File: src/design/rsvg_pkg.sv
package rsvg_pkg;

    localparam int MAX_SEGMENTS    = 1024;
    localparam int TRIG_ITERATIONS = 16;
    localparam int TABLE_LEN       = 24;
    localparam int CORDIC_ITERS    = (TRIG_ITERATIONS < TABLE_LEN) ? TRIG_ITERATIONS : TABLE_LEN;

    localparam int IDX_W  = 10;   // segment index
    localparam int K_W    = 11;   // ring point index, up to 1024
    localparam int NSEG_W = 11;
    localparam int NUM_W  = 28;   // dividend 2*k*sweep + N
    localparam int DEN_W  = 12;   // divisor 2*N
    localparam int QUO_W  = 17;   // quotient, one bit per divider stage
    localparam int XY_W   = 33;   // CORDIC x/y, Q2.30 plus headroom
    localparam int Z_W    = 25;   // CORDIC angle, 2^-24 turns

    localparam int FIFO_DEPTH = 4;
    localparam int FIFO_AW    = 2;

    localparam logic signed [XY_W-1:0] CORDIC_GAIN = 33'sd652032874;

    localparam logic [2:0] REG_NUM_SEGMENTS  = 3'd0;
    localparam logic [2:0] REG_OUTER_RADIUS  = 3'd1;
    localparam logic [2:0] REG_INNER_RADIUS  = 3'd2;
    localparam logic [2:0] REG_SWEEP_ANGLE   = 3'd3;
    localparam logic [2:0] REG_SMOOTH_WEIGHT = 3'd4;

    localparam logic [2:0] VTX_FIRST = 3'd0;
    localparam logic [2:0] VTX_LAST  = 3'd5;

    // effective (clamped) configuration
    typedef struct packed {
        logic [NSEG_W-1:0] num_segments;
        logic [15:0]       outer_radius;
        logic [15:0]       inner_radius;
        logic [16:0]       sweep;
        logic [15:0]       weight;
    } cfg_t;

    // one vertex request from the sequencer to the datapath
    typedef struct packed {
        logic           valid;
        logic [K_W-1:0] k;
        logic           outer;
        logic           last;
    } issue_t;

    typedef struct packed {
        logic next_point;
        logic outer;
    } vtx_kind_t;

    function automatic logic signed [Z_W-1:0] atan_val(input int idx);
        logic signed [Z_W-1:0] v;
        case (idx)
            0:       v = 25'sd2097152;
            1:       v = 25'sd1238021;
            2:       v = 25'sd654136;
            3:       v = 25'sd332050;
            4:       v = 25'sd166669;
            5:       v = 25'sd83416;
            6:       v = 25'sd41718;
            7:       v = 25'sd20860;
            8:       v = 25'sd10430;
            9:       v = 25'sd5215;
            10:      v = 25'sd2608;
            11:      v = 25'sd1304;
            12:      v = 25'sd652;
            13:      v = 25'sd326;
            14:      v = 25'sd163;
            15:      v = 25'sd81;
            16:      v = 25'sd41;
            17:      v = 25'sd20;
            18:      v = 25'sd10;
            19:      v = 25'sd5;
            20:      v = 25'sd3;
            21:      v = 25'sd1;
            22:      v = 25'sd1;
            default: v = 25'sd0;
        endcase
        return v;
    endfunction

    // vertex order: outer i, inner i+1, inner i, inner i+1, outer i, outer i+1
    function automatic vtx_kind_t vertex_kind(input logic [2:0] slot);
        vtx_kind_t v;
        case (slot)
            3'd0:    v = '{next_point: 1'b0, outer: 1'b1};
            3'd1:    v = '{next_point: 1'b1, outer: 1'b0};
            3'd2:    v = '{next_point: 1'b0, outer: 1'b0};
            3'd3:    v = '{next_point: 1'b1, outer: 1'b0};
            3'd4:    v = '{next_point: 1'b0, outer: 1'b1};
            default: v = '{next_point: 1'b1, outer: 1'b1};
        endcase
        return v;
    endfunction

endpackage

File: src/design/rsvg_seq.sv
module rsvg_seq (
    input  logic                       clk,
    input  logic                       rst_n,
    input  logic                       avail,
    input  logic [rsvg_pkg::IDX_W-1:0] head_index,
    input  logic                       adv,
    output logic                       pop,
    output rsvg_pkg::issue_t           issue
);

    logic                       cur_valid_reg;
    logic [rsvg_pkg::IDX_W-1:0] cur_i_reg;
    logic [2:0]                 slot_reg;
    logic                       done;
    rsvg_pkg::vtx_kind_t        kind;

    assign done = adv && cur_valid_reg && (slot_reg == rsvg_pkg::VTX_LAST);
    assign pop  = avail && (!cur_valid_reg || done);
    assign kind = rsvg_pkg::vertex_kind(slot_reg);

    always_comb
    begin
        issue.valid = cur_valid_reg;
        issue.k     = {1'b0, cur_i_reg} + {{(rsvg_pkg::K_W-1){1'b0}}, kind.next_point};
        issue.outer = kind.outer;
        issue.last  = (slot_reg == rsvg_pkg::VTX_LAST);
    end

    always_ff @(posedge clk or negedge rst_n)
    begin
        if (!rst_n)
        begin
            cur_valid_reg <= 1'b0;
            slot_reg      <= rsvg_pkg::VTX_FIRST;
        end
        else if (pop)
        begin
            cur_valid_reg <= 1'b1;
            slot_reg      <= rsvg_pkg::VTX_FIRST;
        end
        else if (done)
        begin
            cur_valid_reg <= 1'b0;
        end
        else if (adv && cur_valid_reg)
        begin
            slot_reg <= slot_reg + 3'd1;
        end
    end

    always_ff @(posedge clk)
    begin
        if (pop)
        begin
            cur_i_reg <= head_index;
        end
    end

    a_slot_bound: assert property (@(posedge clk) disable iff (!rst_n)
        cur_valid_reg |-> (slot_reg <= rsvg_pkg::VTX_LAST))
        else $error("vertex slot out of range");

endmodule

File: config.mk
export PLATFORM = sky130hd
export DESIGN_NAME = rsvg_seq
export DESIGN_NICKNAME = d
export VERILOG_FILES = /design/src/design/rsvg_pkg.sv /design/src/design/rsvg_seq.sv
export SDC_FILE = /design/constraint.sdc
export NUM_CORES = 1
export LEC_CHECK = 0
export CAP_MARGIN = 20
export CORE_MARGIN = 3
export CORE_UTILIZATION = 30
export DETAILED_ROUTE_END_ITERATION = 8
export DONT_BUFFER_PORTS = 1
export GPL_TIMING_DRIVEN = 0
export PLACE_DENSITY = 0.49
export SYNTH_ARGS = -nofsm -noshare
export SYNTH_HDL_FRONTEND = slang
export SYNTH_SLANG_ARGS = --single-unit
File: constraint.sdc
create_clock -name clk -period 2.1 [get_ports clk]
set_input_delay 0.525 -clock clk [delete_from_list [all_inputs] [get_ports clk]]
set_output_delay 0.525 -clock clk [all_outputs]
set_load 0.05 [all_outputs]
==> results.yml <==
critical_path:
  timing.critical_path.buf_inv: 0
  cp_cell_sequence: "ha_4, nor2b_4, o21ai_2, ha_4, and3_4, nand4_1, xnor2_4"
  slowest_delay_ns: 0.44
  arrival_ns: 2.22
  critPathMostFrequentCell: "sky130_fd_sc_hd__ha_4"
  path_delay_family: "simple AND/OR/NAND/NOR gates"
  worstPathRequired_ns: 1.57
  critPathCaptureType: "output port"
  crit_slowest_cell: "sky130_fd_sc_hd__xnor2_4"
  setup.worst_path.class: "flop to output port"
  worstSetupStartpointType: "flop"
  critical_path_peak_fanout: 4
logic_synthesis:
  mappedNetlistNets: 88
  synth_area_um2: 779
  syn_area_per_cell_um2: 11.5
  ys_ff_latch: 14
  synth.yosys.seq_area_share_pct: 51.4
  number_of_warnings_reported_in_the_yosys_synthesis_log: 0
  synth_cell_type_count: 24
  post_synth_inst_count: 68
timing:
  tightest_slew_ns: 0.606
  fmax_mhz: 364
  final_min_period_over_clock_period_pct: 131
  timing.max_slew.rel_slack_pct: 59.6
  postLayoutSetupSlackWorst_ns: -0.646
  fin_skew_ns: 0.00197
  report.final.setup_viol: 11
  fin_hold_ws_ns: 0.349
  finalMaxSlewViolations: 0
  rsz0062_at_grt: "true"
  final_hold_violation_count: 0
  setup_tns_ns: -4.81
  fin_crit_ns: 2.75
placed_design:
  placed_area_um2: 957
  detailedPlace.worstSlack_ns: -0.516
  port_buffers: 0
  gp_routability_congestion: 0.650
  dp.final_hpwl_um: 1240
  numPlacedInstances: 96
detailed_routing:
  detailroute.via_count: 584
  initialDrtViolationCount: 4
  route.detailed.vias_per_inst: 5.12
  post_drt_wl_per_cell_um: 14.5
  totalWireLength_um: 1650
  drc: 0
  detail-route-antenna-nets: 0
  first_pass_iters: 3
cells_and_area:
  layout-area-overhead-vs-synth_pct: 55.4
  postLayoutCoreUtil_pct: 51.8
  final_cells: 114
  fillerInstances: 202
  post_route_cells_drive_above_1_share_pct: 51.2
  num-nets-final: 107
  final_area_um2: 1210
  largest_register_ff_count: 10
  num_antenna_cells: 0
pwr:
  leakagePower_nw: 0.468
  total_power_mw: 1.47
  power.switching_mw: 0.650
  p_sw_share_pct: 44.2
  power-per-cell-area_nw_per_um2: 1220
  comb_power_share_pct: 58.8
  intPower_mw: 0.822
  power_frac_seq_pct: 28.8
  ir_worst_vdd_uv: 924
  pwr-share-clk_pct: 12.3
grt:
  grt_overflow: 0
  grt_antenna_before_repair: 0
  first_pass_grt_wire_length_um: 2490
  first_global_vias: 585
  grt_max_degree: 9
  grtUsageTotal_pct: 10.2
clock_network:
  max-clock-path-buffers: 2
  cts.htree.levels: 1
  cts-buffers-inserted: 3
  worstSkewPairLatency_ns: 0.27
  clock-root-buffer: "sky130_fd_sc_hd__clkbuf_4"
  cts_num_sinks: 14
  cts_tree: "built"
  clk_transition_reported_paths_ns: 0.08
job:
  drv.max_cap_violation_count: 0
die:
  design.die.area_um2: 3250
  floorplan.die.width_um: 57.0
  placementRows: 17
  floorplan.core_area_um2: 2340
  floorplan.die.height_um: 57.0
  start_util_pct: 33.3
  top_level_ports: 29
status:
  outcome: "finished, violations left"
  violations_in_the_final_reports: "setup timing"
hold_path:
  holdCritPathClass: "input pin to flop"
[power by group through the flow]
stage	combinational [mW]	clock (mW)	sequential (mW)
floorplan	0.561	0	0.417
global placement	0.606	0	0.437
finish	0.866	0.182	0.425
CTS	0.744	0.193	0.418
detailed placement	0.617	0	0.438
global route	0.935	0.210	0.431
[layout by cell type, fill, tap and decap left out, types with 2 or more instances in the layout]
cell type / netlist / layout
sky130_fd_sc_hd__nand4_1: 2 / 2
sky130_fd_sc_hd__dfrtp_1: 4 / 3
sky130_fd_sc_hd__edfxtp_1: 10 / 10
sky130_fd_sc_hd__nand3_1: 6 / 5
sky130_fd_sc_hd__clkbuf_4: 0 / 3
sky130_fd_sc_hd__a21oi_1: 2 / 2
sky130_fd_sc_hd__xnor2_4: 0 / 6
sky130_fd_sc_hd__buf_6: 0 / 2
sky130_fd_sc_hd__and3_1: 2 / 2
sky130_fd_sc_hd__ha_1: 6 / 2
sky130_fd_sc_hd__o22ai_1: 2 / 2
sky130_fd_sc_hd__nand2b_1: 4 / 3
sky130_fd_sc_hd__nand2_1: 4 / 2
sky130_fd_sc_hd__ha_4: 0 / 4
sky130_fd_sc_hd__a22o_1: 2 / 2
sky130_fd_sc_hd__buf_4: 1 / 11
[layer usage]
metal,global-route usage [%],wire length [um],vias to the layer above
met2,19.7,949,16
met5,0,0,-
met3,1.81,84,2
li1,-,-,285
met1,9.34,593,281
met4,6.95,27,0
[cell type report]
type	count	area (um2)	area share, %
Multi-Input combinational cell	50	599	49.5
Sequential cell	14	402	33.2
Timing Repair Buffer	13	108	8.88
Clock buffer	4	36.3	3.00
Tap cell	28	35.0	2.89
Inverter	4	23.8	1.96
Buffer	1	7.51	0.620
[worst paths after layout]
| check | startpoint | to | slack (ns) | cells past startpoint |
|---|---|---|---|---|
| worst max-delay path | slot_reg[1]$_DFFE_PN0P_ | issue[11] | -0.65 | 7 |
| worst min-delay path | head_index[0] | cur_i_reg[0]$_DFFE_PP_ | 0.35 | 0 |
| worst max register to register | slot_reg[1]$_DFFE_PN0P_ | cur_i_reg[4]$_DFFE_PP_ | 0.35 | 9 |
| worst min register to register | cur_valid_reg$_DFFE_PN0P_ | slot_reg[0]$_DFFE_PN0P_ | 0.69 | 1 |
| max in group asynchronous | rst_n | slot_reg[0]$_DFFE_PN0P_ | 1.40 | 1 |
| min in group asynchronous | rst_n | slot_reg[1]$_DFFE_PN0P_ | 0.52 | 1 |
[timing repair]
item                       4_1_cts  5_1_grt
resized for setup               11       12
setup endpoints to repair       22       14
hold buffers                     1        0
setup buffers                    7        5
gates cloned                     1        0
pin swaps                        6        8
hold endpoints to repair         4        0
[worst register-to-register path: stages, from the launching register on]
cell and delay, ns:
sky130_fd_sc_hd__dfrtp_1 0.42, sky130_fd_sc_hd__buf_4 0.15, sky130_fd_sc_hd__buf_6 0.12, sky130_fd_sc_hd__inv_6 0.06, sky130_fd_sc_hd__ha_4 0.14, sky130_fd_sc_hd__nand3_1 0.09
sky130_fd_sc_hd__nand2_2 0.08, sky130_fd_sc_hd__buf_4 0.10, sky130_fd_sc_hd__buf_4 0.10, sky130_fd_sc_hd__and2_2 0.19
[kinds of logic after synthesis]
group           after synthesis  share of synthesized area [%]
simple gates                 25                           18.9
flops                        14                           51.4
compound gates               10                           8.19
xor+xnor                      8                           8.99
fa+ha+maj                     6                           9.63
buf+inv                       5                           2.89
[synth_stat cells (all sizes together)]
cell,n,area (um2)
nand2,4,15.0
a22o,2,17.5
nor2,2,7.51
edfxtp,10,300
dfrtp,4,100
and2,1,6.26
nor2b,1,6.26
and4,1,11.3
nand4,2,12.5
o21ai,3,15.0
a211o,1,8.76
and4b,1,10.0
buf,1,7.51
xnor2,6,52.6
inv,4,15.0
xor2,2,17.5
a21oi,2,10.0
ha,6,75.1
o22ai,2,12.5
nand3,6,30.0
nand2b,4,25.0
and3,3,23.8
Power figures use the tool's default switching activity.
