<file path="config.mk">
export PLATFORM = sky130hd
export DESIGN_NAME = rsvg_front
export DESIGN_NICKNAME = d
export VERILOG_FILES = /design/src/design/rsvg_pkg.sv /design/src/design/rsvg_front.sv
export SDC_FILE = /design/constraint.sdc
export NUM_CORES = 1
export LEC_CHECK = 0
export BUFFER_PORTS_ARGS = -buffer_cell sky130_fd_sc_hd__buf_2
export CAP_MARGIN = 20
export CORE_ASPECT_RATIO = 1.1
export CORE_MARGIN = 4
export CORE_UTILIZATION = 45
export DETAILED_ROUTE_END_ITERATION = 16
export PLACE_DENSITY_LB_ADDON = 0.25
export SYNTH_ARGS = -nofsm -noshare
export SYNTH_HDL_FRONTEND = slang
export SYNTH_SLANG_ARGS = --single-unit
</file>
<file path="constraint.sdc">
create_clock -name clk -period 2.05 [get_ports clk]
set_input_delay 0.41 -clock clk [delete_from_list [all_inputs] [get_ports clk]]
set_output_delay 0.41 -clock clk [all_outputs]
set_load 0.02 [all_outputs]
</file>
<file path="src/design/rsvg_pkg.sv">
package rsvg_pkg;

    localparam int MAX_SEGMENTS    = 1024;
    localparam int TRIG_ITERATIONS = 16;
    localparam int TABLE_LEN       = 24;
    localparam int CORDIC_ITERS    = (TRIG_ITERATIONS < TABLE_LEN) ? TRIG_ITERATIONS : TABLE_LEN;

    localparam int IDX_W  = 10;   // segment index
    localparam int K_W    = 11;   // ring point index, up to 1024
    localparam int NSEG_W = 11;
    localparam int NUM_W  = 28;   // dividend 2*k*sweep + N
    localparam int DEN_W  = 12;   // divisor 2*N
    localparam int QUO_W  = 17;   // quotient, one bit per divider stage
    localparam int XY_W   = 33;   // CORDIC x/y, Q2.30 plus headroom
    localparam int Z_W    = 25;   // CORDIC angle, 2^-24 turns

    localparam int FIFO_DEPTH = 4;
    localparam int FIFO_AW    = 2;

    localparam logic signed [XY_W-1:0] CORDIC_GAIN = 33'sd652032874;

    localparam logic [2:0] REG_NUM_SEGMENTS  = 3'd0;
    localparam logic [2:0] REG_OUTER_RADIUS  = 3'd1;
    localparam logic [2:0] REG_INNER_RADIUS  = 3'd2;
    localparam logic [2:0] REG_SWEEP_ANGLE   = 3'd3;
    localparam logic [2:0] REG_SMOOTH_WEIGHT = 3'd4;

    localparam logic [2:0] VTX_FIRST = 3'd0;
    localparam logic [2:0] VTX_LAST  = 3'd5;

    // effective (clamped) configuration
    typedef struct packed {
        logic [NSEG_W-1:0] num_segments;
        logic [15:0]       outer_radius;
        logic [15:0]       inner_radius;
        logic [16:0]       sweep;
        logic [15:0]       weight;
    } cfg_t;

    // one vertex request from the sequencer to the datapath
    typedef struct packed {
        logic           valid;
        logic [K_W-1:0] k;
        logic           outer;
        logic           last;
    } issue_t;

    typedef struct packed {
        logic next_point;
        logic outer;
    } vtx_kind_t;

    function automatic logic signed [Z_W-1:0] atan_val(input int idx);
        logic signed [Z_W-1:0] v;
        case (idx)
            0:       v = 25'sd2097152;
            1:       v = 25'sd1238021;
            2:       v = 25'sd654136;
            3:       v = 25'sd332050;
            4:       v = 25'sd166669;
            5:       v = 25'sd83416;
            6:       v = 25'sd41718;
            7:       v = 25'sd20860;
            8:       v = 25'sd10430;
            9:       v = 25'sd5215;
            10:      v = 25'sd2608;
            11:      v = 25'sd1304;
            12:      v = 25'sd652;
            13:      v = 25'sd326;
            14:      v = 25'sd163;
            15:      v = 25'sd81;
            16:      v = 25'sd41;
            17:      v = 25'sd20;
            18:      v = 25'sd10;
            19:      v = 25'sd5;
            20:      v = 25'sd3;
            21:      v = 25'sd1;
            22:      v = 25'sd1;
            default: v = 25'sd0;
        endcase
        return v;
    endfunction

    // vertex order: outer i, inner i+1, inner i, inner i+1, outer i, outer i+1
    function automatic vtx_kind_t vertex_kind(input logic [2:0] slot);
        vtx_kind_t v;
        case (slot)
            3'd0:    v = '{next_point: 1'b0, outer: 1'b1};
            3'd1:    v = '{next_point: 1'b1, outer: 1'b0};
            3'd2:    v = '{next_point: 1'b0, outer: 1'b0};
            3'd3:    v = '{next_point: 1'b1, outer: 1'b0};
            3'd4:    v = '{next_point: 1'b0, outer: 1'b1};
            default: v = '{next_point: 1'b1, outer: 1'b1};
        endcase
        return v;
    endfunction

endpackage

</file>
<file path="src/design/rsvg_front.sv">
module rsvg_front (
    input  logic                        clk,
    input  logic                        rst_n,
    input  logic                        in_valid,
    output logic                        in_ready,
    input  logic [rsvg_pkg::IDX_W-1:0]  segment_index,
    input  logic [rsvg_pkg::NSEG_W-1:0] num_segments,
    input  logic                        pop,
    output logic                        avail,
    output logic [rsvg_pkg::IDX_W-1:0]  head_index
);

    logic [rsvg_pkg::IDX_W-1:0]   mem_reg [0:rsvg_pkg::FIFO_DEPTH-1];
    logic [rsvg_pkg::FIFO_AW-1:0] wr_ptr_reg, wr_ptr_next;
    logic [rsvg_pkg::FIFO_AW-1:0] rd_ptr_reg, rd_ptr_next;
    logic [rsvg_pkg::FIFO_AW:0]   count_reg, count_next;
    logic                         push;
    logic                         in_range;

    assign in_ready   = (count_reg != (rsvg_pkg::FIFO_AW+1)'(rsvg_pkg::FIFO_DEPTH));
    assign avail      = (count_reg != '0);
    assign head_index = mem_reg[rd_ptr_reg];

    // drop indexes outside the ring sector
    assign in_range = ({1'b0, segment_index} < num_segments);
    assign push     = in_valid && in_ready && in_range;

    always_comb
    begin
        wr_ptr_next = push ? wr_ptr_reg + 1'b1 : wr_ptr_reg;
        rd_ptr_next = pop ? rd_ptr_reg + 1'b1 : rd_ptr_reg;
        count_next  = count_reg + {{rsvg_pkg::FIFO_AW{1'b0}}, push}
                    - {{rsvg_pkg::FIFO_AW{1'b0}}, pop};
    end

    always_ff @(posedge clk or negedge rst_n)
    begin
        if (!rst_n)
        begin
            wr_ptr_reg <= '0;
            rd_ptr_reg <= '0;
            count_reg  <= '0;
        end
        else
        begin
            wr_ptr_reg <= wr_ptr_next;
            rd_ptr_reg <= rd_ptr_next;
            count_reg  <= count_next;
        end
    end

    always_ff @(posedge clk)
    begin
        if (push)
        begin
            mem_reg[wr_ptr_reg] <= segment_index;
        end
    end

    a_count_bound: assert property (@(posedge clk) disable iff (!rst_n)
        count_reg <= (rsvg_pkg::FIFO_AW+1)'(rsvg_pkg::FIFO_DEPTH))
        else $error("queue count above depth");

    a_no_pop_empty: assert property (@(posedge clk) disable iff (!rst_n)
        (count_reg == '0) |-> !pop)
        else $error("pop from empty queue");

endmodule

</file>
==> results of run 1 <==
[metal layers]
layer / wire, um / GRT usage (%) / share of wire, % / up-vias
li1: - / - / - / 563
met1: 1590 / 17.7 / 39 / 596
met2: 2240 / 28.3 / 55 / 28
met3: 158 / 4.03 / 3.9 / 8
met4: 91 / 6.83 / 2.2 / 0
met5: 0 / 0 / 0 / -
[per-stage QoR]
step                      setup WS (ns)  util, %  TNS (ns)  instances  total power [W]
after floorplan                  -0.441        -    -0.910        118          0.00219
after detailed placement         -0.626     58.6    -14.17        224          0.00266
after global routing             -0.189     64.4    -0.370        234          0.00337
final                            -0.133     64.4    -0.254        234          0.00318
after global placement           -0.562     58.6    -11.62        224          0.00260
after CTS                        -0.153     64.1    -0.292        234          0.00323
[worst paths after layout]
check | startpoint | endpoint | slack (ns) | cells after the start
worst min-delay path | pop | rd_ptr_reg[0] | 0.36 | 2
min in group asynchronous | rst_n | count_reg[1] | 0.48 | 2
worst min register to register | wr_ptr_reg[1] | wr_ptr_reg[1] | 0.58 | 1
max in group asynchronous | rst_n | rd_ptr_reg[1] | 1.41 | 2
worst max register to register | count_reg[2] | count_reg[2] | -0.02 | 9
worst max-delay path | num_segments[3] | count_reg[2] | -0.13 | 12
[cells by family after synthesis]
logic type | count (synthesis) | share of synthesized area, %
flops | 47 | 65.5
buf+inv | 17 | 3.10
fa+ha+maj | 16 | 9.89
simple gates | 14 | 4.76
mux | 11 | 11.4
compound gates | 8 | 3.22
xor+xnor | 5 | 2.08
[layout make-up]
| cell class | instances | area, um^2 |
|---|---|---|
| Timing Repair Buffer | 56 | 412 |
| Tap cell | 54 | 67.6 |
| Sequential cell | 47 | 1380 |
| Multi-Input combinational cell | 54 | 825 |
| Clock buffer | 8 | 80.1 |
| Fill cell | 317 | 1570 |
| Inverter | 15 | 78.8 |
[timing repair]
action	CTS	global route
setup endpoints to repair	32	2
hold endpoints to repair	7	0
resized for setup	31	2
pin swaps	15	0
setup buffers	1	0
hold buffers	1	0
[cells in the mapped netlist, drive strengths merged]
cell / instances
a211oi: 1
a21oi: 3
a221oi: 1
and2: 5
and4: 1
and4b: 1
buf: 1
clkbuf: 1
dfrtp: 7
edfxtp: 40
fa: 1
ha: 15
inv: 15
mux2: 1
mux4: 10
nand2: 3
nor2: 1
nor2b: 1
o21ai: 2
o311ai: 1
or3: 1
or3b: 1
xnor2: 3
xor2: 2
[report_power, final]
part / internal [W] / switching [W]
registers: 0.00126 / 0.000108
clock network: 0.000242 / 0.000280
logic: 0.000630 / 0.000651
total: 0.00214 / 0.00104
==> impl_metrics.xml, run 1 <==
<?xml version="1.0" encoding="UTF-8"?>
<metrics>
  <group name="timing">
    <metric name="clock-skew-final" unit="ns">0.00653</metric>
    <metric name="fin_ws" unit="ns">-0.133</metric>
    <metric name="final_hold_viol_count" unit="">0</metric>
    <metric name="minimum_clock_period" unit="ns">2.18</metric>
    <metric name="rsz_0062_raised_after_global_routing" unit="">yes</metric>
    <metric name="timing.final.setup_violations" unit="">2</metric>
    <metric name="part_of_the_cycle_the_worst_path_needs" unit="%">106</metric>
    <metric name="timing.max_slew.rel_slack" unit="%">66.3</metric>
    <metric name="fmax" unit="MHz">458</metric>
    <metric name="worst-slew-pin-transition" unit="ns">0.506</metric>
    <metric name="fin_hold_ws" unit="ns">0.363</metric>
    <metric name="timing.final.max_slew_violations" unit="">0</metric>
  </group>
  <group name="drt">
    <metric name="drtIter0Drc" unit="">78</metric>
    <metric name="detail-route-antenna-nets" unit="">0</metric>
    <metric name="wl" unit="um">4070</metric>
    <metric name="drt_pre_antenna_iters" unit="">4</metric>
    <metric name="drc" unit="">0</metric>
    <metric name="post_drt_wl_per_cell" unit="um">17.4</metric>
    <metric name="vias_per_cell" unit="">5.11</metric>
    <metric name="dr_total_vias" unit="">1195</metric>
  </group>
  <group name="grt">
    <metric name="grt_use_total" unit="%">15.9</metric>
    <metric name="grt_antenna_before_repair" unit="">0</metric>
    <metric name="grt_max_degree" unit="">14</metric>
    <metric name="grt_pass1_vias" unit="">1373</metric>
    <metric name="grt_overflow_total" unit="">0</metric>
    <metric name="grt_pass1_wl" unit="um">6750</metric>
  </group>
  <group name="pwr">
    <metric name="cellPowerDensity" unit="nW/um^2">1120</metric>
    <metric name="static-leakage-power" unit="nW">1.09</metric>
    <metric name="power.ir.vdd_worst" unit="V">0.000532</metric>
  </group>
  <group name="die">
    <metric name="placeableCoreArea" unit="um^2">4410</metric>
    <metric name="floorplan.die_area" unit="um^2">5830</metric>
    <metric name="start_util" unit="%">47.6</metric>
    <metric name="die_w" unit="um">73.1</metric>
    <metric name="ioPinCount" unit="">37</metric>
    <metric name="die_height" unit="um">79.7</metric>
    <metric name="placement_rows" unit="">25</metric>
  </group>
  <group name="placed_design">
    <metric name="placed_area" unit="um^2">2580</metric>
    <metric name="dpl.hpwl" unit="um">2900</metric>
    <metric name="port_buffers" unit="">36</metric>
    <metric name="rd_place_congestion" unit="">0.721</metric>
  </group>
  <group name="worst_setup_path">
    <metric name="crit_fanout" unit="">2</metric>
    <metric name="critPathMostFrequentCell" unit="">ha_4</metric>
    <metric name="cp_data_arrival_time" unit="ns">2.37</metric>
    <metric name="crit_chain" unit="">buf_6 -&gt; inv_4 -&gt; ha_4 -&gt; and4_4 -&gt; and2_4 -&gt; a221oi_4 -&gt; inv_2 -&gt; ha_4 -&gt; inv_2 -&gt; ha_4 -&gt; fa_2 -&gt; xnor2_1</metric>
    <metric name="critical-path-max-stage-delay" unit="ns">0.33</metric>
    <metric name="critPathLaunchType" unit="">primary input</metric>
    <metric name="timing.critical_path.required" unit="ns">2.24</metric>
    <metric name="path_buf_inv" unit="">4</metric>
    <metric name="slowest_cell_on_the_critical_path" unit="">fa_2</metric>
    <metric name="cpLargestDelayFamily" unit="">adder cells</metric>
    <metric name="criticalPathCategory" unit="">in -&gt; reg</metric>
    <metric name="critPathCaptureType" unit="">flip-flop</metric>
  </group>
  <group name="cts">
    <metric name="max-clock-path-buffers" unit="">2</metric>
    <metric name="clkSlewWorstSetupHoldPaths" unit="ns">0.08</metric>
    <metric name="cts.sinks" unit="">47</metric>
    <metric name="cts_max_level" unit="">2</metric>
    <metric name="tritoncts" unit="">done</metric>
    <metric name="insertion_delay" unit="ns">0.29</metric>
    <metric name="cts_buffers" unit="">5</metric>
    <metric name="root_buffer" unit="">clkbuf_8</metric>
  </group>
  <group name="final_layout">
    <metric name="number_of_diodes" unit="">0</metric>
    <metric name="fraction_of_layout_cells_with_a_size_suffix_above_1" unit="%">57.2</metric>
    <metric name="design.final.nets" unit="">220</metric>
    <metric name="area_growth_syn_to_layout" unit="%">35.1</metric>
    <metric name="final_cell_mix" unit="">40 x edfxtp_1, 26 x buf_2, 18 x buf_4</metric>
    <metric name="layout.cell_area.non_filler" unit="um^2">2840</metric>
    <metric name="largest_reg_flops" unit="">40</metric>
    <metric name="commonest_non_fill_non_tap_cell_in_the_layout" unit="">edfxtp_1</metric>
  </group>
  <group name="yosys">
    <metric name="synth-seq-cells" unit="">47</metric>
    <metric name="yosys.area.top_type" unit="">edfxtp_1</metric>
    <metric name="ys_top_cells_by_area" unit="">edfxtp_1 57%, mux4_2 11%, ha_1 8.9%, dfrtp_1 8.3%, inv_1 2.7%</metric>
    <metric name="yosysTopAreaCellShare" unit="%">57.2</metric>
    <metric name="ys.warnings.count" unit="">0</metric>
    <metric name="synth.lib_cells_used.distinct" unit="">25</metric>
    <metric name="synthesis.instances" unit="">118</metric>
    <metric name="mappedNetlistNets" unit="">159</metric>
    <metric name="post_synth.cell_area_avg" unit="um^2">17.8</metric>
    <metric name="sequential_element_share_of_the_synthesized_area" unit="%">65.5</metric>
    <metric name="syn_area" unit="um^2">2100</metric>
  </group>
  <group name="status">
    <metric name="violations_in_the_final_reports" unit="">negative setup slack</metric>
    <metric name="run_status" unit="">finished with violations</metric>
  </group>
  <group name="job">
    <metric name="maxCapViolCount" unit="">0</metric>
  </group>
  <group name="hold_path">
    <metric name="hp-class" unit="">in -&gt; reg</metric>
  </group>
</metrics>
No activity file was read; power rests on OpenSTA's default activity.
==> run 2: changes to the inputs <==
- RECOVER_POWER: not set -> 50
- TNS_END_PERCENT: not set -> 5
==> run 2 against run 1 <==
Against the previous run: the run still ends with negative setup slack left; global-route usage down 1.4 points; register-to-register slack better by 0.02 ns; cell count grew 0.43%; non-clock buffer count up 1; core utilization shrank 0.68 points; power rose by 3.0%; clock power is 23% higher; via count shrank 1.5%; setup slack improved by 0.0067 ns; clock skew grew 0.0027 ns; critical path type unchanged; critical endpoint is now count_reg[1]; largest power group unchanged.
==> impl_metrics.xml, run 2 (synthesis gave the netlist of run 1 again) <==
<?xml version="1.0" encoding="UTF-8"?>
<metrics>
  <group name="status">
    <metric name="run_status" unit="">finished with violations</metric>
    <metric name="violations_in_the_final_reports" unit="">negative setup slack</metric>
  </group>
  <group name="timing">
    <metric name="minimum_clock_period" unit="ns">2.18</metric>
    <metric name="clock-skew-final" unit="ns">0.00926</metric>
    <metric name="rsz_0062_raised_after_global_routing" unit="">yes</metric>
    <metric name="timing.max_slew.rel_slack" unit="%">66.0</metric>
    <metric name="final_hold_viol_count" unit="">0</metric>
    <metric name="fmax" unit="MHz">459</metric>
    <metric name="part_of_the_cycle_the_worst_path_needs" unit="%">106</metric>
    <metric name="timing.final.max_slew_violations" unit="">0</metric>
    <metric name="fin_ws" unit="ns">-0.126</metric>
    <metric name="timing.final.setup_violations" unit="">2</metric>
    <metric name="final.setup.tns" unit="ns">-0.247</metric>
    <metric name="worst-slew-pin-transition" unit="ns">0.509</metric>
  </group>
  <group name="pwr">
    <metric name="power.internal" unit="W">0.00224</metric>
    <metric name="total_switching_power" unit="W">0.00103</metric>
    <metric name="power.share.switching" unit="%">31.4</metric>
    <metric name="cellPowerDensity" unit="nW/um^2">1160</metric>
    <metric name="post-layout-total-power" unit="W">0.00327</metric>
    <metric name="power_frac_clock" unit="%">19.7</metric>
    <metric name="p_seq_share" unit="%">41.9</metric>
    <metric name="p_comb_share" unit="%">38.4</metric>
    <metric name="static-leakage-power" unit="nW">1.07</metric>
    <metric name="power.ir.vdd_worst" unit="V">0.000636</metric>
  </group>
  <group name="placed_design">
    <metric name="placed_area" unit="um^2">2590</metric>
    <metric name="rd_place_congestion" unit="">0.729</metric>
    <metric name="dpl.hpwl" unit="um">2840</metric>
    <metric name="place_worst_setup_slack" unit="ns">-0.627</metric>
    <metric name="port_buffers" unit="">36</metric>
  </group>
  <group name="final_layout">
    <metric name="layout.cell_area.non_filler" unit="um^2">2810</metric>
    <metric name="design.final.nets" unit="">221</metric>
    <metric name="area_growth_syn_to_layout" unit="%">33.7</metric>
    <metric name="postLayoutCoreUtil" unit="%">63.7</metric>
    <metric name="largest_reg_flops" unit="">40</metric>
    <metric name="fraction_of_layout_cells_with_a_size_suffix_above_1" unit="%">48.6</metric>
    <metric name="final.fill_count" unit="">331</metric>
    <metric name="final_cell_mix" unit="">40 x edfxtp_1, 23 x buf_2, 15 x clkbuf_1</metric>
    <metric name="commonest_non_fill_non_tap_cell_in_the_layout" unit="">edfxtp_1</metric>
    <metric name="number_of_diodes" unit="">0</metric>
  </group>
  <group name="die">
    <metric name="start_util" unit="%">47.6</metric>
    <metric name="placeableCoreArea" unit="um^2">4410</metric>
    <metric name="placement_rows" unit="">25</metric>
    <metric name="floorplan.die_area" unit="um^2">5830</metric>
    <metric name="die_w" unit="um">73.1</metric>
    <metric name="die_height" unit="um">79.7</metric>
    <metric name="ioPinCount" unit="">37</metric>
  </group>
  <group name="drt">
    <metric name="post_drt_wl_per_cell" unit="um">16.1</metric>
    <metric name="dr_total_vias" unit="">1177</metric>
    <metric name="drc" unit="">0</metric>
    <metric name="wl" unit="um">3770</metric>
    <metric name="vias_per_cell" unit="">5.01</metric>
    <metric name="drtIter0Drc" unit="">50</metric>
    <metric name="drt_pre_antenna_iters" unit="">4</metric>
    <metric name="detail-route-antenna-nets" unit="">0</metric>
  </group>
  <group name="worst_setup_path">
    <metric name="worstSetupEndpoint" unit="">count_reg[1]</metric>
    <metric name="cp_data_arrival_time" unit="ns">2.41</metric>
    <metric name="critPathMostFrequentCell" unit="">inv_1</metric>
    <metric name="setup.worst_path.start" unit="">segment_index[8]</metric>
    <metric name="timing.rr.end" unit="">count_reg[1]</metric>
    <metric name="cell_count_of_the_worst_reg_to_reg_path" unit="">8</metric>
    <metric name="regToRegStartpoint" unit="">count_reg[1]</metric>
    <metric name="crit_chain" unit="">buf_8 -&gt; ha_4 -&gt; a211oi_4 -&gt; o311ai_4 -&gt; a221oi_4 -&gt; inv_1 -&gt; ha_1 -&gt; inv_1 -&gt; ha_2 -&gt; fa_2</metric>
    <metric name="timing.critical_path.required" unit="ns">2.28</metric>
    <metric name="criticalPathCategory" unit="">in -&gt; reg</metric>
    <metric name="slowest_cell_on_the_critical_path" unit="">fa_2</metric>
    <metric name="ff2ff_setup_slack" unit="ns">0</metric>
    <metric name="critPathLaunchType" unit="">primary input</metric>
    <metric name="crit_fanout" unit="">2</metric>
    <metric name="critical-path-max-stage-delay" unit="ns">0.51</metric>
    <metric name="critPathCaptureType" unit="">flip-flop</metric>
  </group>
  <group name="cts">
    <metric name="insertion_delay" unit="ns">0.29</metric>
    <metric name="max-clock-path-buffers" unit="">2</metric>
    <metric name="cts_max_level" unit="">2</metric>
    <metric name="root_buffer" unit="">clkbuf_8</metric>
    <metric name="cts_buffers" unit="">5</metric>
    <metric name="cts.sinks" unit="">47</metric>
    <metric name="tritoncts" unit="">done</metric>
    <metric name="clkSlewWorstSetupHoldPaths" unit="ns">0.08</metric>
  </group>
  <group name="grt">
    <metric name="grt_antenna_before_repair" unit="">0</metric>
    <metric name="grt_max_degree" unit="">15</metric>
    <metric name="grt_use_total" unit="%">14.5</metric>
    <metric name="grt_pass1_vias" unit="">1270</metric>
    <metric name="grt_overflow_total" unit="">0</metric>
    <metric name="grt_pass1_wl" unit="um">6280</metric>
  </group>
  <group name="job">
    <metric name="maxCapViolCount" unit="">0</metric>
  </group>
  <group name="hold_path">
    <metric name="hp-class" unit="">in -&gt; reg</metric>
  </group>
</metrics>
-- run 2: changes by cell type in the layout (fill, tap and decap cells not counted), sizes merged --
cell,before,now
clkbuf,8,20
buf,55,41
clkinv,0,2
bufinv,0,1
-- run 2: final cells by class --
type | instances | area [um^2] | area share (%)
flip-flops and latches | 47 | 1380 | 49.0
inverters | 15 | 76.3 | 2.72
repair buffers | 57 | 379 | 13.5
clock inverters | 3 | 38.8 | 1.38
clock buffers | 5 | 68.8 | 2.45
multi-input cells | 54 | 802 | 28.6
well taps | 54 | 67.6 | 2.41
-- run 2: how the worst min path moves through the flow --
| stage | cells past startpoint | end | startpoint | slack (ns) |
|---|---|---|---|---|
| 3_5_place_dp | 1 | count_reg[0] | rst_n | 0.26 |
| 6_report | 2 | rd_ptr_reg[0] | pop | 0.34 |
| 3_3_place_gp | 1 | count_reg[1] | rst_n | 0.25 |
| 2_1_floorplan | 0 | count_reg[0] | rst_n | 0.11 |
| 5_1_grt | 2 | rd_ptr_reg[0] | pop | 0.32 |
| 4_1_cts | 2 | rd_ptr_reg[0] | pop | 0.33 |
-- run 2: timing repair --
item,4_1_cts,5_1_grt
resized for setup,27,2
hold buffers,1,0
setup endpoints to repair,22,2
hold endpoints to repair,7,0
pin swaps,12,2
setup buffers,1,0
-- run 2: power groups by stage --
stage	registers, W	clock network, W	logic [W]
2_1_floorplan	0.00135	0	0.000825
3_3_place_gp	0.00138	0	0.00122
3_5_place_dp	0.00140	0	0.00125
4_1_cts	0.00138	0.000658	0.00130
5_1_grt	0.00140	0.000705	0.00137
6_report	0.00137	0.000644	0.00126
-- run 2: per-layer routing --
metal	routed length [um]	track usage (%)	share of wire [%]
met5	0	0	0
met4	53	5.54	1.4
met3	169	2.90	4.5
met2	1980	24.7	53
met1	1570	17.9	42
-- run 2: per-stage QoR --
step                      cells  hold WS, ns
after floorplan             118        0.114
after global placement      225        0.253
after detailed placement    225        0.257
after CTS                   235        0.329
after global routing        235        0.324
final                       235        0.339
-- run 2: worst max-delay path: cells and delay by family --
family          cells  cell delay (ns)
compound gates      3             0.60
fa+ha+maj           4             1.18
buf+inv             3             0.21
==> run 3: changes to the inputs <==
- clock period: 2.05 -> 2.47 ns (I/O delays scaled with it)
==> run 3 against run 2 <==
Against the previous run: setup slack improved by 0.21 ns; clock-buffer cell count rose by 1; critical path depth rose by 2; register-to-register slack improved by 0.34 ns; power fell by 23%; sequential power fell by 16%; critical path type unchanged; sequential cell count did not move; clock skew fell by 0.0022 ns; the run now ends clean; non-clock buffer count fell by 8.
==> impl_metrics.xml, run 3 (synthesis gave the netlist of run 1 again) <==
<?xml version="1.0" encoding="UTF-8"?>
<metrics>
  <group name="cts">
    <metric name="insertion_delay" unit="ns">0.29</metric>
    <metric name="cts_max_level" unit="">2</metric>
    <metric name="clkSlewWorstSetupHoldPaths" unit="ns">0.08</metric>
    <metric name="cts.sinks" unit="">47</metric>
    <metric name="tritoncts" unit="">done</metric>
    <metric name="cts_buffers" unit="">5</metric>
    <metric name="max-clock-path-buffers" unit="">2</metric>
    <metric name="ctsHoldBuffers" unit="">0</metric>
    <metric name="root_buffer" unit="">clkbuf_8</metric>
  </group>
  <group name="die">
    <metric name="die_w" unit="um">73.1</metric>
    <metric name="start_util" unit="%">47.6</metric>
    <metric name="floorplan.die_area" unit="um^2">5830</metric>
    <metric name="die_height" unit="um">79.7</metric>
    <metric name="placement_rows" unit="">25</metric>
    <metric name="ioPinCount" unit="">37</metric>
    <metric name="placeableCoreArea" unit="um^2">4410</metric>
  </group>
  <group name="timing">
    <metric name="fin_hold_ws" unit="ns">0.101</metric>
    <metric name="timing.final.max_slew_violations" unit="">0</metric>
    <metric name="worst-slew-pin-transition" unit="ns">0.527</metric>
    <metric name="timing.max_slew.rel_slack" unit="%">64.8</metric>
    <metric name="part_of_the_cycle_the_worst_path_needs" unit="%">96.8</metric>
    <metric name="rsz_0062_raised_after_global_routing" unit="">no</metric>
    <metric name="clock-skew-final" unit="ns">0.00710</metric>
    <metric name="final_hold_viol_count" unit="">0</metric>
    <metric name="timing.final.setup_violations" unit="">0</metric>
    <metric name="fin_ws" unit="ns">0.0791</metric>
    <metric name="fmax" unit="MHz">418</metric>
    <metric name="final.setup.tns" unit="ns">0</metric>
    <metric name="minimum_clock_period" unit="ns">2.39</metric>
  </group>
  <group name="final_layout">
    <metric name="commonest_non_fill_non_tap_cell_in_the_layout" unit="">edfxtp_1</metric>
    <metric name="fraction_of_layout_cells_with_a_size_suffix_above_1" unit="%">39.3</metric>
    <metric name="multi_input_area" unit="um^2">747</metric>
    <metric name="area_growth_syn_to_layout" unit="%">22.6</metric>
    <metric name="final.fill_count" unit="">373</metric>
    <metric name="final_cell_mix" unit="">40 x edfxtp_1, 24 x buf_2, 23 x clkbuf_1</metric>
    <metric name="finish.cell_count_without_fillers" unit="">227</metric>
    <metric name="number_of_diodes" unit="">0</metric>
    <metric name="seqCellArea" unit="um^2">1380</metric>
    <metric name="design.final.nets" unit="">213</metric>
    <metric name="layout.cell_area.non_filler" unit="um^2">2570</metric>
    <metric name="largest_reg_flops" unit="">40</metric>
  </group>
  <group name="pwr">
    <metric name="cellPowerDensity" unit="nW/um^2">976</metric>
    <metric name="power.ir.vdd_worst" unit="V">0.000529</metric>
    <metric name="static-leakage-power" unit="nW">0.968</metric>
  </group>
  <group name="grt">
    <metric name="grt_pass1_vias" unit="">1199</metric>
    <metric name="grt_max_degree" unit="">15</metric>
    <metric name="grt_antenna_before_repair" unit="">0</metric>
    <metric name="grt_pass1_wl" unit="um">5900</metric>
    <metric name="grt_overflow_total" unit="">0</metric>
    <metric name="grt_use_total" unit="%">13.9</metric>
  </group>
  <group name="drt">
    <metric name="post_drt_wl_per_cell" unit="um">15.8</metric>
    <metric name="drtIter0Drc" unit="">40</metric>
    <metric name="wl" unit="um">3580</metric>
    <metric name="drt_pre_antenna_iters" unit="">4</metric>
    <metric name="drc" unit="">0</metric>
    <metric name="detail-route-antenna-nets" unit="">0</metric>
    <metric name="vias_per_cell" unit="">5.01</metric>
    <metric name="dr_total_vias" unit="">1138</metric>
  </group>
  <group name="placed_design">
    <metric name="place_worst_setup_slack" unit="ns">-0.261</metric>
    <metric name="number_of_placed_cells_counting_well_taps" unit="">219</metric>
    <metric name="dpl.hpwl" unit="um">2740</metric>
    <metric name="port_buffers" unit="">36</metric>
    <metric name="rd_place_congestion" unit="">0.734</metric>
    <metric name="placed_area" unit="um^2">2520</metric>
  </group>
  <group name="worst_setup_path">
    <metric name="cp_data_arrival_time" unit="ns">2.56</metric>
    <metric name="ff2ff_setup_slack" unit="ns">0.34</metric>
    <metric name="crit_fanout" unit="">2</metric>
    <metric name="regToRegStartpoint" unit="">count_reg[2]</metric>
    <metric name="criticalPathCategory" unit="">in -&gt; reg</metric>
    <metric name="timing.rr.end" unit="">count_reg[2]</metric>
    <metric name="timing.critical_path.required" unit="ns">2.64</metric>
    <metric name="critPathCaptureType" unit="">flip-flop</metric>
    <metric name="critPathLaunchType" unit="">primary input</metric>
    <metric name="cell_count_of_the_worst_reg_to_reg_path" unit="">9</metric>
  </group>
  <group name="status">
    <metric name="run_status" unit="">finished clean</metric>
  </group>
  <group name="job">
    <metric name="maxCapViolCount" unit="">0</metric>
  </group>
  <group name="hold_path">
    <metric name="hp-class" unit="">in -&gt; async</metric>
  </group>
</metrics>
-- run 3: cell count changes in the layout (fill, tap and decap cells not counted), moves of 2 or more --
cell	before	now
clkbuf_1	15	23
buf_4	8	2
buf_6	6	0
ha_1	6	9
ha_4	8	5
buf_12	2	0
buf_8	2	0
inv_1	8	10
-- run 3: layout make-up --
type	count	area share (%)
repair buffers	49	8.75
clock buffers	6	2.82
clock inverters	2	0.486
multi-input cells	54	29.0
inverters	15	2.87
well taps	54	2.62
flip-flops and latches	47	53.4
-- run 3: worst max path at each step --
stage / from / to / slack, ns / depth (start not counted)
after CTS: num_segments[8] / count_reg[2] / 0.05 / 12
final: num_segments[7] / count_reg[2] / 0.08 / 12
after global routing: num_segments[7] / count_reg[2] / 0.02 / 12
after floorplan: num_segments[7] / count_reg[2] / -0.11 / 11
after global placement: num_segments[8] / count_reg[2] / -0.24 / 12
after detailed placement: num_segments[8] / count_reg[2] / -0.26 / 12
-- run 3: per-stage QoR --
step	total power, W	utilization [%]
floorplan	0.00180	-
global placement	0.00209	57.2
detailed placement	0.00212	57.2
CTS	0.00256	59.1
global route	0.00269	58.4
finish	0.00251	58.4
-- run 3: per-layer routing --
| metal | vias up | wire (um) | track usage, % | part of all wire [%] |
|---|---|---|---|---|
| met5 | - | 0 | 0 | 0 |
| met4 | 0 | 19 | 3.87 | 0.53 |
| met3 | 2 | 138 | 4.16 | 3.9 |
| met2 | 23 | 1890 | 23.5 | 53 |
| met1 | 565 | 1530 | 16.9 | 43 |
| li1 | 548 | - | - | - |
-- run 3: power breakdown --
part | total, W | internal, W | switching (W) | leakage [nW]
logic | 0.000923 | 0.000424 | 0.000499 | 0.480
clock network | 0.000442 | 0.000198 | 0.000243 | 0.0412
registers | 0.00115 | 0.00105 | 0.0000997 | 0.447
-- run 3: what timing repair did --
action	CTS	global route
buffers inserted	0	0
gates resized for setup	0	5
endpoints found under the setup margin	0	2
hold endpoints to repair	0	0
-- run 3: critical path: stages --
cell and delay, ns:
clkbuf_4 0.16, inv_12 0.03, ha_4 0.22, and4b_4 0.21
and2_4 0.16, a221oi_4 0.26, inv_1 0.07, ha_1 0.27
inv_1 0.04, ha_2 0.16, fa_2 0.35, xnor2_2 0.14
